--- src/rtl/ncs_pkg.sv ---
package ncs_pkg;

  // Geometry of the codebook and the sample format
  localparam int VECTOR_LENGTH = 64;
  localparam int MAX_ENTRIES   = 256;
  localparam int SAMPLE_BITS   = 16;

  localparam int POS_W     = $clog2(VECTOR_LENGTH);
  localparam int ENTRY_W   = $clog2(MAX_ENTRIES);
  localparam int CB_ADDR_W = ENTRY_W + POS_W;
  localparam int CNT_W     = 9;
  localparam int DIFF_W    = SAMPLE_BITS + 1;
  localparam int SQ_W      = 2 * SAMPLE_BITS;
  localparam int DIST_W    = 38;

  // Config port
  localparam int PADDR_W = 3;
  localparam int PDATA_W = 32;
  localparam logic [PADDR_W-1:0] REG_ENTRIES = PADDR_W'(0);

  // Input item codes
  localparam logic FUNC_WRITE = 1'b0;
  localparam logic FUNC_QUERY = 1'b1;

  typedef enum logic [2:0] {
    ST_IDLE,
    ST_SEARCH,
    ST_DRAIN,
    ST_EMIT_RD,
    ST_EMIT_LD,
    ST_EMIT_OUT
  } state_t;

  // Control that travels alongside one element through the distance pipe
  typedef struct packed {
    logic               valid;
    logic               first;
    logic               last;
    logic               fin;
    logic [ENTRY_W-1:0] entry;
  } tag_t;

  // Running winner reported back to the sequencer
  typedef struct packed {
    logic               done;
    logic [ENTRY_W-1:0] index;
    logic [DIST_W-1:0]  distance;
  } best_t;

endpackage

--- src/rtl/ncs_dist_unit.sv ---
module ncs_dist_unit (
  input  logic                                   clk,
  input  logic                                   rst,
  input  ncs_pkg::tag_t                          tag,
  input  logic signed [ncs_pkg::SAMPLE_BITS-1:0] query_value,
  input  logic signed [ncs_pkg::SAMPLE_BITS-1:0] code_value,
  output ncs_pkg::best_t                         best
);
  import ncs_pkg::*;

  tag_t                      tag_d;
  tag_t                      tag_s;
  tag_t                      tag_a;
  logic signed [DIFF_W-1:0]  diff;
  logic signed [2*DIFF_W-1:0] prod;
  logic [SQ_W-1:0]           sq;
  logic [DIST_W-1:0]         acc;
  logic [ENTRY_W-1:0]        best_index;
  logic [DIST_W-1:0]         win_distance;
  logic                      done;
  logic                      take;

  assign prod = diff * diff;

  // entry 0 always seeds the winner; later entries need a strictly smaller distance
  assign take = tag_a.valid && tag_a.last && ((tag_a.entry == '0) || (acc < win_distance));

  // Tag pipeline and completion flag
  always_ff @(posedge clk) begin
    if (rst) begin
      tag_d <= '0;
      tag_s <= '0;
      tag_a <= '0;
      done  <= 1'b0;
    end else begin
      tag_d <= tag;
      tag_s <= tag_d;
      tag_a <= tag_s;
      done  <= tag_a.valid && tag_a.last && tag_a.fin;
    end
  end

  // Difference, square, accumulate, compare
  always_ff @(posedge clk) begin
    diff <= DIFF_W'(query_value) - DIFF_W'(code_value);
    sq   <= prod[SQ_W-1:0];
    if (tag_s.valid) begin
      acc <= (tag_s.first ? '0 : acc) + DIST_W'(sq);
    end
    if (take) begin
      best_index   <= tag_a.entry;
      win_distance <= acc;
    end
  end

  assign best.done     = done;
  assign best.index    = best_index;
  assign best.distance = win_distance;

endmodule

--- config.mk ---
export PLATFORM = sky130hd
export DESIGN_NAME = ncs_dist_unit
export DESIGN_NICKNAME = d
export VERILOG_FILES = /design/src/rtl/ncs_pkg.sv /design/src/rtl/ncs_dist_unit.sv
export SDC_FILE = /design/constraint.sdc
export NUM_CORES = 1
export LEC_CHECK = 0
export BUFFER_PORTS_ARGS = -buffer_cell sky130_fd_sc_hd__buf_2
export CORE_AREA = 2 2 180 182
export CTS_CLUSTER_DIAMETER = 120
export DETAILED_ROUTE_END_ITERATION = 6
export DIE_AREA = 0 0 182 184
export PLACE_DENSITY = 0.75
export RECOVER_POWER = 100
export SLEW_MARGIN = 20
export SYNTH_ARGS = -nofsm -noshare
export SYNTH_HDL_FRONTEND = slang
export SYNTH_SLANG_ARGS = --single-unit
--- constraint.sdc ---
create_clock -name clk -period 7.6 [get_ports clk]
set_input_delay 2.28 -clock clk [delete_from_list [all_inputs] [get_ports clk]]
set_output_delay 2.28 -clock clk [all_outputs]
set_load 0.005 [all_outputs]
==> flow_metrics.env, run 1 <==
export IMPL_failed_checks="DRC, capacitance limit, slew limit"
export IMPL_yosysTopAreaCell="fa_1"
export IMPL_maxSlewHeadroom=-0.623
export IMPL_post_route_period_util=0.894
export IMPL_synth_cell_type_count=59
export IMPL_min_from="tag_a[2]$_SDFF_PP0_"
export IMPL_startpoint_type="register"
export IMPL_cts_tree="yes"
export IMPL_cts_hold_buf=0
export IMPL_report_final_slew_viol_count=127
export IMPL_async_flop_share=0
export IMPL_layout_min_cycle_time_ns=6.80
export IMPL_viasPerCell=5.19
export IMPL_nFillCells=2694
export IMPL_route_detailed_drc=8
export IMPL_clockBufferDepth=2
export IMPL_worstMarginPinSlew_ns=2.43
export IMPL_synth_area_leaders="fa_1, edfxtp_1, ha_1"
export IMPL_htree_num_levels=4
export IMPL_cts_resized=0
export IMPL_synth_warnings=0
export IMPL_antenna_found_initial=0
export IMPL_fin_tns_setup_ns=0
export IMPL_grt_use_total=0.219
export IMPL_worstReg2RegStart="diff[7]$_DFF_P_"
export IMPL_dp_cells=2195
export IMPL_ys_seq_elements=168
export IMPL_syn_nets=2200
export IMPL_max_freq_ghz=0.147
export IMPL_syn_area_per_cell_um2=10.1
export IMPL_cts_root_buffer="clkbuf_16"
export IMPL_numClockSinks=168
export IMPL_cts_buffers=17
export IMPL_yosys_most_used_dff="edfxtp_1"
export IMPL_ant_nets=0
export IMPL_initial_utilization=0.555
export IMPL_maxCapViolCount=3
export IMPL_syn_area_mm2=0.0174
export IMPL_clkTransAtPathRegs_ns=0.07
export IMPL_arrival_ns=7.09
export IMPL_synth_seq_area_share=0.241
export IMPL_grt_pass1_wl_um=58600
export IMPL_rsz0062_at_grt="false"
export IMPL_clock_latency_ns=0.43
export IMPL_cp_required_ns=7.89
export IMPL_pin_count=93
export IMPL_rows=65
export IMPL_overflow=0
export IMPL_grt_max_degree=47
export IMPL_crit_type="reg2reg"
export IMPL_finClkSkew_ns=0.00947
export IMPL_setup_viol=0
export IMPL_instances_no_fill=2227
export IMPL_drive_gt1_frac=0.0652
export IMPL_final_nets=2286
export IMPL_routedWlPerCell_um=15.5
export IMPL_diodes=0
export IMPL_place_hpwl_um=28100
export IMPL_hold_viol=0
export IMPL_drt_iter0_markers=659
export IMPL_cts_setup_buffers=0
export IMPL_synth_top_area_frac=0.297
export IMPL_synth_edff_count=84
export IMPL_synth_cells=1726
export IMPL_outcome="finished, violations left"
export IMPL_numPortBuffers=92
export IMPL_hold_path_class="reg2reg"
export IMPL_grt_pass1_vias=12500
export IMPL_die_x_um=182
export IMPL_place_gp_congestion=0.954
export IMPL_crit_path_end_kind="register"
export IMPL_die_h_um=184
export IMPL_area_delta_synth_final_pct=8.01
export IMPL_wirelength_um=34500
export IMPL_first_pass_iters=7
export IMPL_crit_start="diff[7]$_DFF_P_"
export IMPL_vias=11600
export IMPL_worstPathMaxFanout=18
export IMPL_die_area_mm2=0.0335
export IMPL_core_area_mm2=0.0314
==> synth_stat cells (8+ instances only) <==
cell type,n
nor2b_1,86
nand2b_1,14
edfxtp_1,84
ha_1,170
nand3_1,23
nand2_1,98
inv_1,404
nor3_1,17
dfxtp_1,84
o21a_1,18
a21oi_1,56
o211ai_1,8
xnor2_1,72
and3_1,11
clkbuf_1,30
a21o_1,42
o21ai_0,24
and2_1,49
fa_1,258
nor2_1,68
xor2_1,21
==> flip-flops by register name (all words and copies together), names as in the netlist <==
name	cells
acc	38
win_distance	38
sq	31
diff	17
tag_d	12
tag_s	12
tag_a	11
best_index	8
done	1
==> worst max-delay path: stages (launching register included) <==
cell,delay [ns]
dfxtp_1,0.83
nand2_1,0.17
fa_1,0.62
inv_1,0.07
fa_1,0.50
inv_1,0.05
fa_1,0.55
inv_1,0.07
fa_1,0.45
fa_1,0.49
inv_1,0.05
fa_1,0.47
inv_1,0.04
ha_1,0.34
a21o_1,0.20
a221oi_1,0.34
a21boi_0,0.50
o31a_1,0.21
a21oi_1,0.09
a211oi_1,0.34
a21oi_1,0.14
xnor2_1,0.14
==> cells by family after synthesis <==
| group | synth area share |
|---|---|
| flops | 0.241 |
| buf+inv | 0.0944 |
| mux | 0.000647 |
| simple gates | 0.116 |
| compound gates | 0.0823 |
| xor+xnor | 0.0468 |
| fa+ha+maj | 0.419 |
==> placed cells by master, fill, tap and decap left out, drive strengths merged, types with 14 or more instances in the layout <==
cell and count:
nand2b 14, dfxtp 84, o21ai 26, a21o 42, buf 76, nor2 68
nand2 98, nor2b 86, inv 411, o21a 18, xor2 21, and2 49
clkbuf 41, a21oi 57, xnor2 72, nor3 17, nand3 23, ha 170
edfxtp 84, fa 258
==> routing by layer <==
metal | GRT usage | up-vias | share of wire
met3 | 0.0353 | 63 | 0.051
met5 | 0 | - | 0
met2 | 0.377 | 335 | 0.48
li1 | - | 5580 | -
met1 | 0.284 | 5580 | 0.44
met4 | 0.0697 | 0 | 0.024
==> layout make-up <==
| cell class | instances | area [um^2] | area share |
|---|---|---|---|
| Timing Repair Buffer | 98 | 470 | 0.0250 |
| Clock buffer | 19 | 453 | 0.0241 |
| Inverter | 406 | 1520 | 0.0810 |
| Tap cell | 402 | 503 | 0.0267 |
| Clock inverter | 13 | 133 | 0.00705 |
| Sequential cell | 168 | 4200 | 0.224 |
| Multi-Input combinational cell | 1121 | 11500 | 0.613 |
==> through the flow <==
| stage | hold WS, ns | utilization | cell area [um^2] | worst slack (ns) |
|---|---|---|---|---|
| floorplan | 0.400 | - | 17400 | 1.42 |
| global placement | 0.410 | 0.583 | 18300 | 1.14 |
| detailed placement | 0.410 | 0.583 | 18300 | 0.872 |
| CTS | 0.425 | 0.602 | 18900 | 0.869 |
| global route | 0.444 | 0.599 | 18800 | 0.475 |
| finish | 0.421 | 0.599 | 18800 | 0.805 |
==> path summary, 6_finish.rpt <==
| kind | slack, ns | cells past startpoint | endpoint |
|---|---|---|---|
| hold reg to reg | 0.42 | 0 | best_index[2]$_DFFE_PP_ |
| hold / removal | 0.42 | 0 | best_index[2]$_DFFE_PP_ |
| setup reg to reg | 0.80 | 21 | sq[31]$_DFF_P_ |
| setup / recovery | 0.80 | 21 | sq[31]$_DFF_P_ |
Power of run 1 is not shown: default switching activity piles up to over one toggle a cycle in this logic, so the estimate is an artifact.
==> run 2: changes to the inputs <==
--- a/config.mk
+++ b/config.mk
@@ -11,7 +11,6 @@
 export DETAILED_ROUTE_END_ITERATION = 6
 export DIE_AREA = 0 0 182 184
 export PLACE_DENSITY = 0.75
-export RECOVER_POWER = 100
 export SLEW_MARGIN = 20
 export SYNTH_ARGS = -nofsm -noshare
 export SYNTH_HDL_FRONTEND = slang
==> flow_metrics.env, run 2 (same netlist as run 1, synthesis figures left out) <==
export IMPL_outcome="finished, final reports clean"
export IMPL_antenna_found_initial=0
export IMPL_setup_viol=0
export IMPL_pin_count=93
export IMPL_setup_slack_ns=0.810
export IMPL_worstPathCellList="nand2_1 > fa_1 > inv_1 > fa_1 > inv_1 > fa_1 > inv_1 > fa_1 > fa_1 > inv_1 > fa_1 > inv_1 > ha_1 > a21o_1 > a221oi_1 > a21boi_0 > o31a_1 > a21oi_1 > a211oi_1 > a21oi_1 > xnor2_1"
export IMPL_die_x_um=182
export IMPL_hold_path_class="reg2reg"
export IMPL_slowest_stage="dfxtp_1"
export IMPL_drive_gt1_frac=0.0800
export IMPL_finClkSkew_ns=0.0107
export IMPL_dp_cells=2195
export IMPL_reg_largest_list="acc: 38 flops, win_distance: 38 flops, sq: 31 flops"
export IMPL_cts_setup_buffers=0
export IMPL_cts_tree="yes"
export IMPL_grt_pass1_wl_um=58600
export IMPL_wirelength_um=34500
export IMPL_cp_required_ns=7.89
export IMPL_arrival_ns=7.09
export IMPL_route_detailed_drc=0
export IMPL_final_nets=2286
export IMPL_cts_buffers=17
export IMPL_htree_num_levels=4
export IMPL_clock_latency_ns=0.43
export IMPL_first_pass_iters=5
export IMPL_final_common_cell="inv_1"
export IMPL_mostFrequentLayoutCells="inv_1, fa_1, ha_1, nand2_1, buf_2"
export IMPL_report_final_slew_viol_count=0
export IMPL_rows=65
export IMPL_grt_use_total=0.219
export IMPL_fin_tns_setup_ns=0
export IMPL_drt_iter0_markers=672
export IMPL_clkTransAtPathRegs_ns=0.07
export IMPL_max_freq_ghz=0.147
export IMPL_cts_resized=0
export IMPL_crit_path_end_kind="register"
export IMPL_numPortBuffers=92
export IMPL_place_hpwl_um=28100
export IMPL_cpMostUsedCell="fa_1"
export IMPL_instances_no_fill=2227
export IMPL_rsz0062_at_grt="false"
export IMPL_maxSlewHeadroom=0.460
export IMPL_cpPeakStageDelay_ns=0.84
export IMPL_maxCapViolCount=0
export IMPL_path_delay_family="adder cells"
export IMPL_grt_pass1_vias=12500
export IMPL_place_gp_congestion=0.954
export IMPL_overflow=0
export IMPL_area_delta_synth_final_pct=8.53
export IMPL_die_area_mm2=0.0335
export IMPL_crit_type="reg2reg"
export IMPL_numClockSinks=168
export IMPL_routedWlPerCell_um=15.5
export IMPL_clockBufferDepth=2
export IMPL_worstMarginPinSlew_ns=0.809
export IMPL_finalHoldWorstSlack_ns=0.423
export IMPL_startpoint_type="register"
export IMPL_grt_max_degree=47
export IMPL_crit_buf_inv=5
export IMPL_die_h_um=184
export IMPL_cts_hold_buf=0
export IMPL_core_area_mm2=0.0314
export IMPL_cts_root_buffer="clkbuf_16"
export IMPL_hold_viol=0
export IMPL_post_route_period_util=0.893
export IMPL_ant_nets=0
export IMPL_diodes=0
export IMPL_initial_utilization=0.555
export IMPL_worstPathMaxFanout=18
export IMPL_dp_worst_setup_slack_ns=0.872
export IMPL_vias=11600
export IMPL_layout_min_cycle_time_ns=6.79
export IMPL_viasPerCell=5.19
[run 2: cell count changes in the layout (fill, tap and decap cells not counted), moves of 2 or more]
cell / before / now
buf_2: 73 / 92
buf_4: 3 / 6
clkbuf_1: 22 / 0
and2_0: 2 / 0
and2_1: 47 / 49
[run 2: metal layers]
metal | vias up | global-route usage | share of wire
li1 | 5577 | - | -
met1 | 5614 | 0.284 | 0.45
met2 | 324 | 0.377 | 0.48
met3 | 51 | 0.0353 | 0.049
met4 | 0 | 0.0697 | 0.021
met5 | - | 0 | 0
[run 2: layout make-up]
type	count	area [um^2]
clock buffer	19	453
clock inverter	13	133
fill	2682	12500
inverter	406	1520
multi-input combinational	1121	11600
sequential	168	4200
tap	402	503
timing repair buffer	98	505
[run 2: worst register-to-register path: stages, from the launching register on]
cell,delay [ns]
dfxtp_1,0.84
nand2_1,0.17
fa_1,0.62
inv_1,0.07
fa_1,0.50
inv_1,0.05
fa_1,0.55
inv_1,0.07
fa_1,0.45
fa_1,0.49
inv_1,0.05
fa_1,0.47
inv_1,0.04
ha_1,0.34
a21o_1,0.20
a221oi_1,0.34
a21boi_0,0.49
o31a_1,0.21
a21oi_1,0.09
a211oi_1,0.34
a21oi_1,0.14
xnor2_1,0.14
[run 2: final timing paths]
check                 startpoint                      end  slack [ns]  depth (start not counted)
max              diff[7]$_DFF_P_           sq[31]$_DFF_P_        0.81                         21
min          tag_a[1]$_SDFF_PP0_  best_index[1]$_DFFE_PP_        0.42                          0
max reg2reg      diff[7]$_DFF_P_           sq[31]$_DFF_P_        0.81                         21
min reg2reg  tag_a[1]$_SDFF_PP0_  best_index[1]$_DFFE_PP_        0.42                          0
[run 2: metrics by stage]
step | util | instance area [um^2]
after floorplan | - | 17400
after global placement | 0.583 | 18300
after detailed placement | 0.583 | 18300
after CTS | 0.602 | 18900
after global routing | 0.602 | 18900
final | 0.602 | 18900
Power of run 2 is left out for the same reason.
==> run 3: changes to the inputs <==
==> config.mk (replaced) <==
export PLATFORM = sky130hd
export DESIGN_NAME = ncs_dist_unit
export DESIGN_NICKNAME = d
export VERILOG_FILES = /design/src/rtl/ncs_pkg.sv /design/src/rtl/ncs_dist_unit.sv
export SDC_FILE = /design/constraint.sdc
export NUM_CORES = 1
export LEC_CHECK = 0
export CORE_AREA = 2 2 227 229
export CTS_CLUSTER_DIAMETER = 120
export DETAILED_ROUTE_END_ITERATION = 6
export DIE_AREA = 0 0 229 231
export DONT_BUFFER_PORTS = 1
export PLACE_DENSITY = 0.5
export SLEW_MARGIN = 20
export SYNTH_ARGS = -nofsm -noshare
export SYNTH_HDL_FRONTEND = slang
export SYNTH_SLANG_ARGS = --single-unit
==> flow_metrics.env, run 3 (same netlist as run 1, synthesis figures left out) <==
export IMPL_hold_viol=0
export IMPL_worstReg2RegStart="diff[14]$_DFF_P_"
export IMPL_wirelength_um=36900
export IMPL_cpPeakStageDelay_ns=0.69
export IMPL_clock_latency_ns=0.47
export IMPL_r2r_end="sq[31]$_DFF_P_"
export IMPL_htree_num_levels=4
export IMPL_crit_type="reg2reg"
export IMPL_cpMostUsedCell="fa_1"
export IMPL_drive_gt1_frac=0.0317
export IMPL_fin_tns_setup_ns=0
export IMPL_grt_pass1_vias=12100
export IMPL_report_final_slew_viol_count=0
export IMPL_crit_start="diff[14]$_DFF_P_"
export IMPL_diodes=0
export IMPL_cts_resized=0
export IMPL_final_common_cell="inv_1"
export IMPL_startpoint_type="register"
export IMPL_core_area_mm2=0.0507
export IMPL_worstPathMaxFanout=11
export IMPL_mostFrequentLayoutCells="inv_1, fa_1, ha_1, nand2_1, nor2b_1"
export IMPL_rsz0062_at_grt="false"
export IMPL_max_freq_ghz=0.142
export IMPL_pin_count=93
export IMPL_initial_utilization=0.344
export IMPL_min_to="best_index[6]$_DFFE_PP_"
export IMPL_r2r_cells=21
export IMPL_drt_iter0_markers=419
export IMPL_hold_path_class="reg2reg"
export IMPL_post_route_period_util=0.926
export IMPL_clkTransAtPathRegs_ns=0.07
export IMPL_numPortBuffers=0
export IMPL_maxCapViolCount=0
export IMPL_grt_max_degree=40
export IMPL_die_x_um=229
export IMPL_die_h_um=231
export IMPL_min_from="tag_a[6]$_SDFF_PP0_"
export IMPL_cts_tree="yes"
export IMPL_arrival_ns=7.36
export IMPL_route_detailed_drc=0
export IMPL_worstPathCellList="clkinv_1 > nor2_1 > ha_1 > xor2_1 > fa_1 > fa_1 > inv_1 > fa_1 > fa_1 > inv_1 > fa_1 > inv_1 > ha_1 > and3_1 > a221oi_1 > a21boi_0 > o31a_1 > a21oi_1 > a211oi_1 > a21oi_1 > xnor2_1"
export IMPL_setup_viol=0
export IMPL_viasPerCell=4.57
export IMPL_reg_largest_list="acc: 38 flops, win_distance: 38 flops, sq: 31 flops"
export IMPL_place_hpwl_um=30600
export IMPL_first_pass_iters=4
export IMPL_maxSlewHeadroom=0.335
export IMPL_outcome="finished, final reports clean"
export IMPL_worstHoldPathCells=0
export IMPL_numClockSinks=168
export IMPL_crit_path_end_kind="register"
export IMPL_nFillCells=5159
export IMPL_layout_min_cycle_time_ns=7.04
export IMPL_finClkSkew_ns=0.0172
export IMPL_die_area_mm2=0.0529
export IMPL_area_delta_synth_final_pct=7.92
export IMPL_vias=11000
export IMPL_worstMarginPinSlew_ns=0.998
export IMPL_slowest_stage="dfxtp_1"
export IMPL_cts_setup_buffers=0
export IMPL_ant_nets=0
export IMPL_cp_required_ns=7.92
export IMPL_cts_buffers=17
export IMPL_place_gp_congestion=0.863
export IMPL_cts_hold_buf=0
export IMPL_grt_pass1_wl_um=62300
export IMPL_final_nets=2196
export IMPL_routedWlPerCell_um=15.3
export IMPL_cts_root_buffer="clkbuf_16"
export IMPL_grt_use_total=0.150
export IMPL_rows=83
export IMPL_overflow=0
export IMPL_ff2ff_setup_slack_ns=0.56
export IMPL_clockBufferDepth=2
export IMPL_antenna_found_initial=0
run 3: cell types whose count changed in the layout (fill, tap and decap cells not counted), sizes merged:
cell / before / now
buf: 98 / 8
clkbuf: 19 / 21
bufinv: 1 / 0
clkinv: 6 / 5
clkinvlp: 1 / 0
inv: 411 / 412
run 3: worst max path at each step:
stage	to	depth (start not counted)
2_1_floorplan	sq[31]$_DFF_P_	23
3_3_place_gp	sq[31]$_DFF_P_	21
3_5_place_dp	sq[31]$_DFF_P_	21
4_1_cts	sq[31]$_DFF_P_	21
5_1_grt	sq[31]$_DFF_P_	21
6_report	sq[31]$_DFF_P_	21
run 3: metrics by stage:
stage / cell area [um^2] / hold slack, ns / cells / setup WS (ns) / utilization
after floorplan: 17400 / 0.400 / 1726 / 1.42 / -
after global placement: 18200 / 0.405 / 2383 / 0.834 / 0.359
after detailed placement: 18200 / 0.407 / 2383 / 0.556 / 0.359
after CTS: 18800 / 0.424 / 2415 / 0.535 / 0.371
after global routing: 18800 / 0.432 / 2415 / 0.173 / 0.371
final: 18800 / 0.425 / 2415 / 0.561 / 0.371
run 3: cell type report:
cell class	instances	area, um^2	area share
well taps	680	851	0.0453
clock buffers	21	472	0.0251
multi-input cells	1121	11600	0.616
inverters	406	1520	0.0811
clock inverters	11	104	0.00553
repair buffers	8	60.1	0.00320
flip-flops and latches	168	4210	0.224
run 3: layer usage:
metal,up-vias,GRT usage,part of all wire
met4,0,0.0457,0.020
li1,5411,-,-
met3,39,0.0320,0.042
met2,177,0.250,0.47
met1,5408,0.195,0.47
met5,-,0,0
run 3: critical path: cells and delay by family, from the launching register on:
family	cells	cell delay, ns
buffers and inverters	4	0.61
adders and majority gates	7	3.14
AOI/OAI and AO/OA	6	1.62
DFF	1	0.69
xor gates and xnor gates	2	0.35
and+or+nand+nor	2	0.50
Power of run 3 is left out for the same reason.
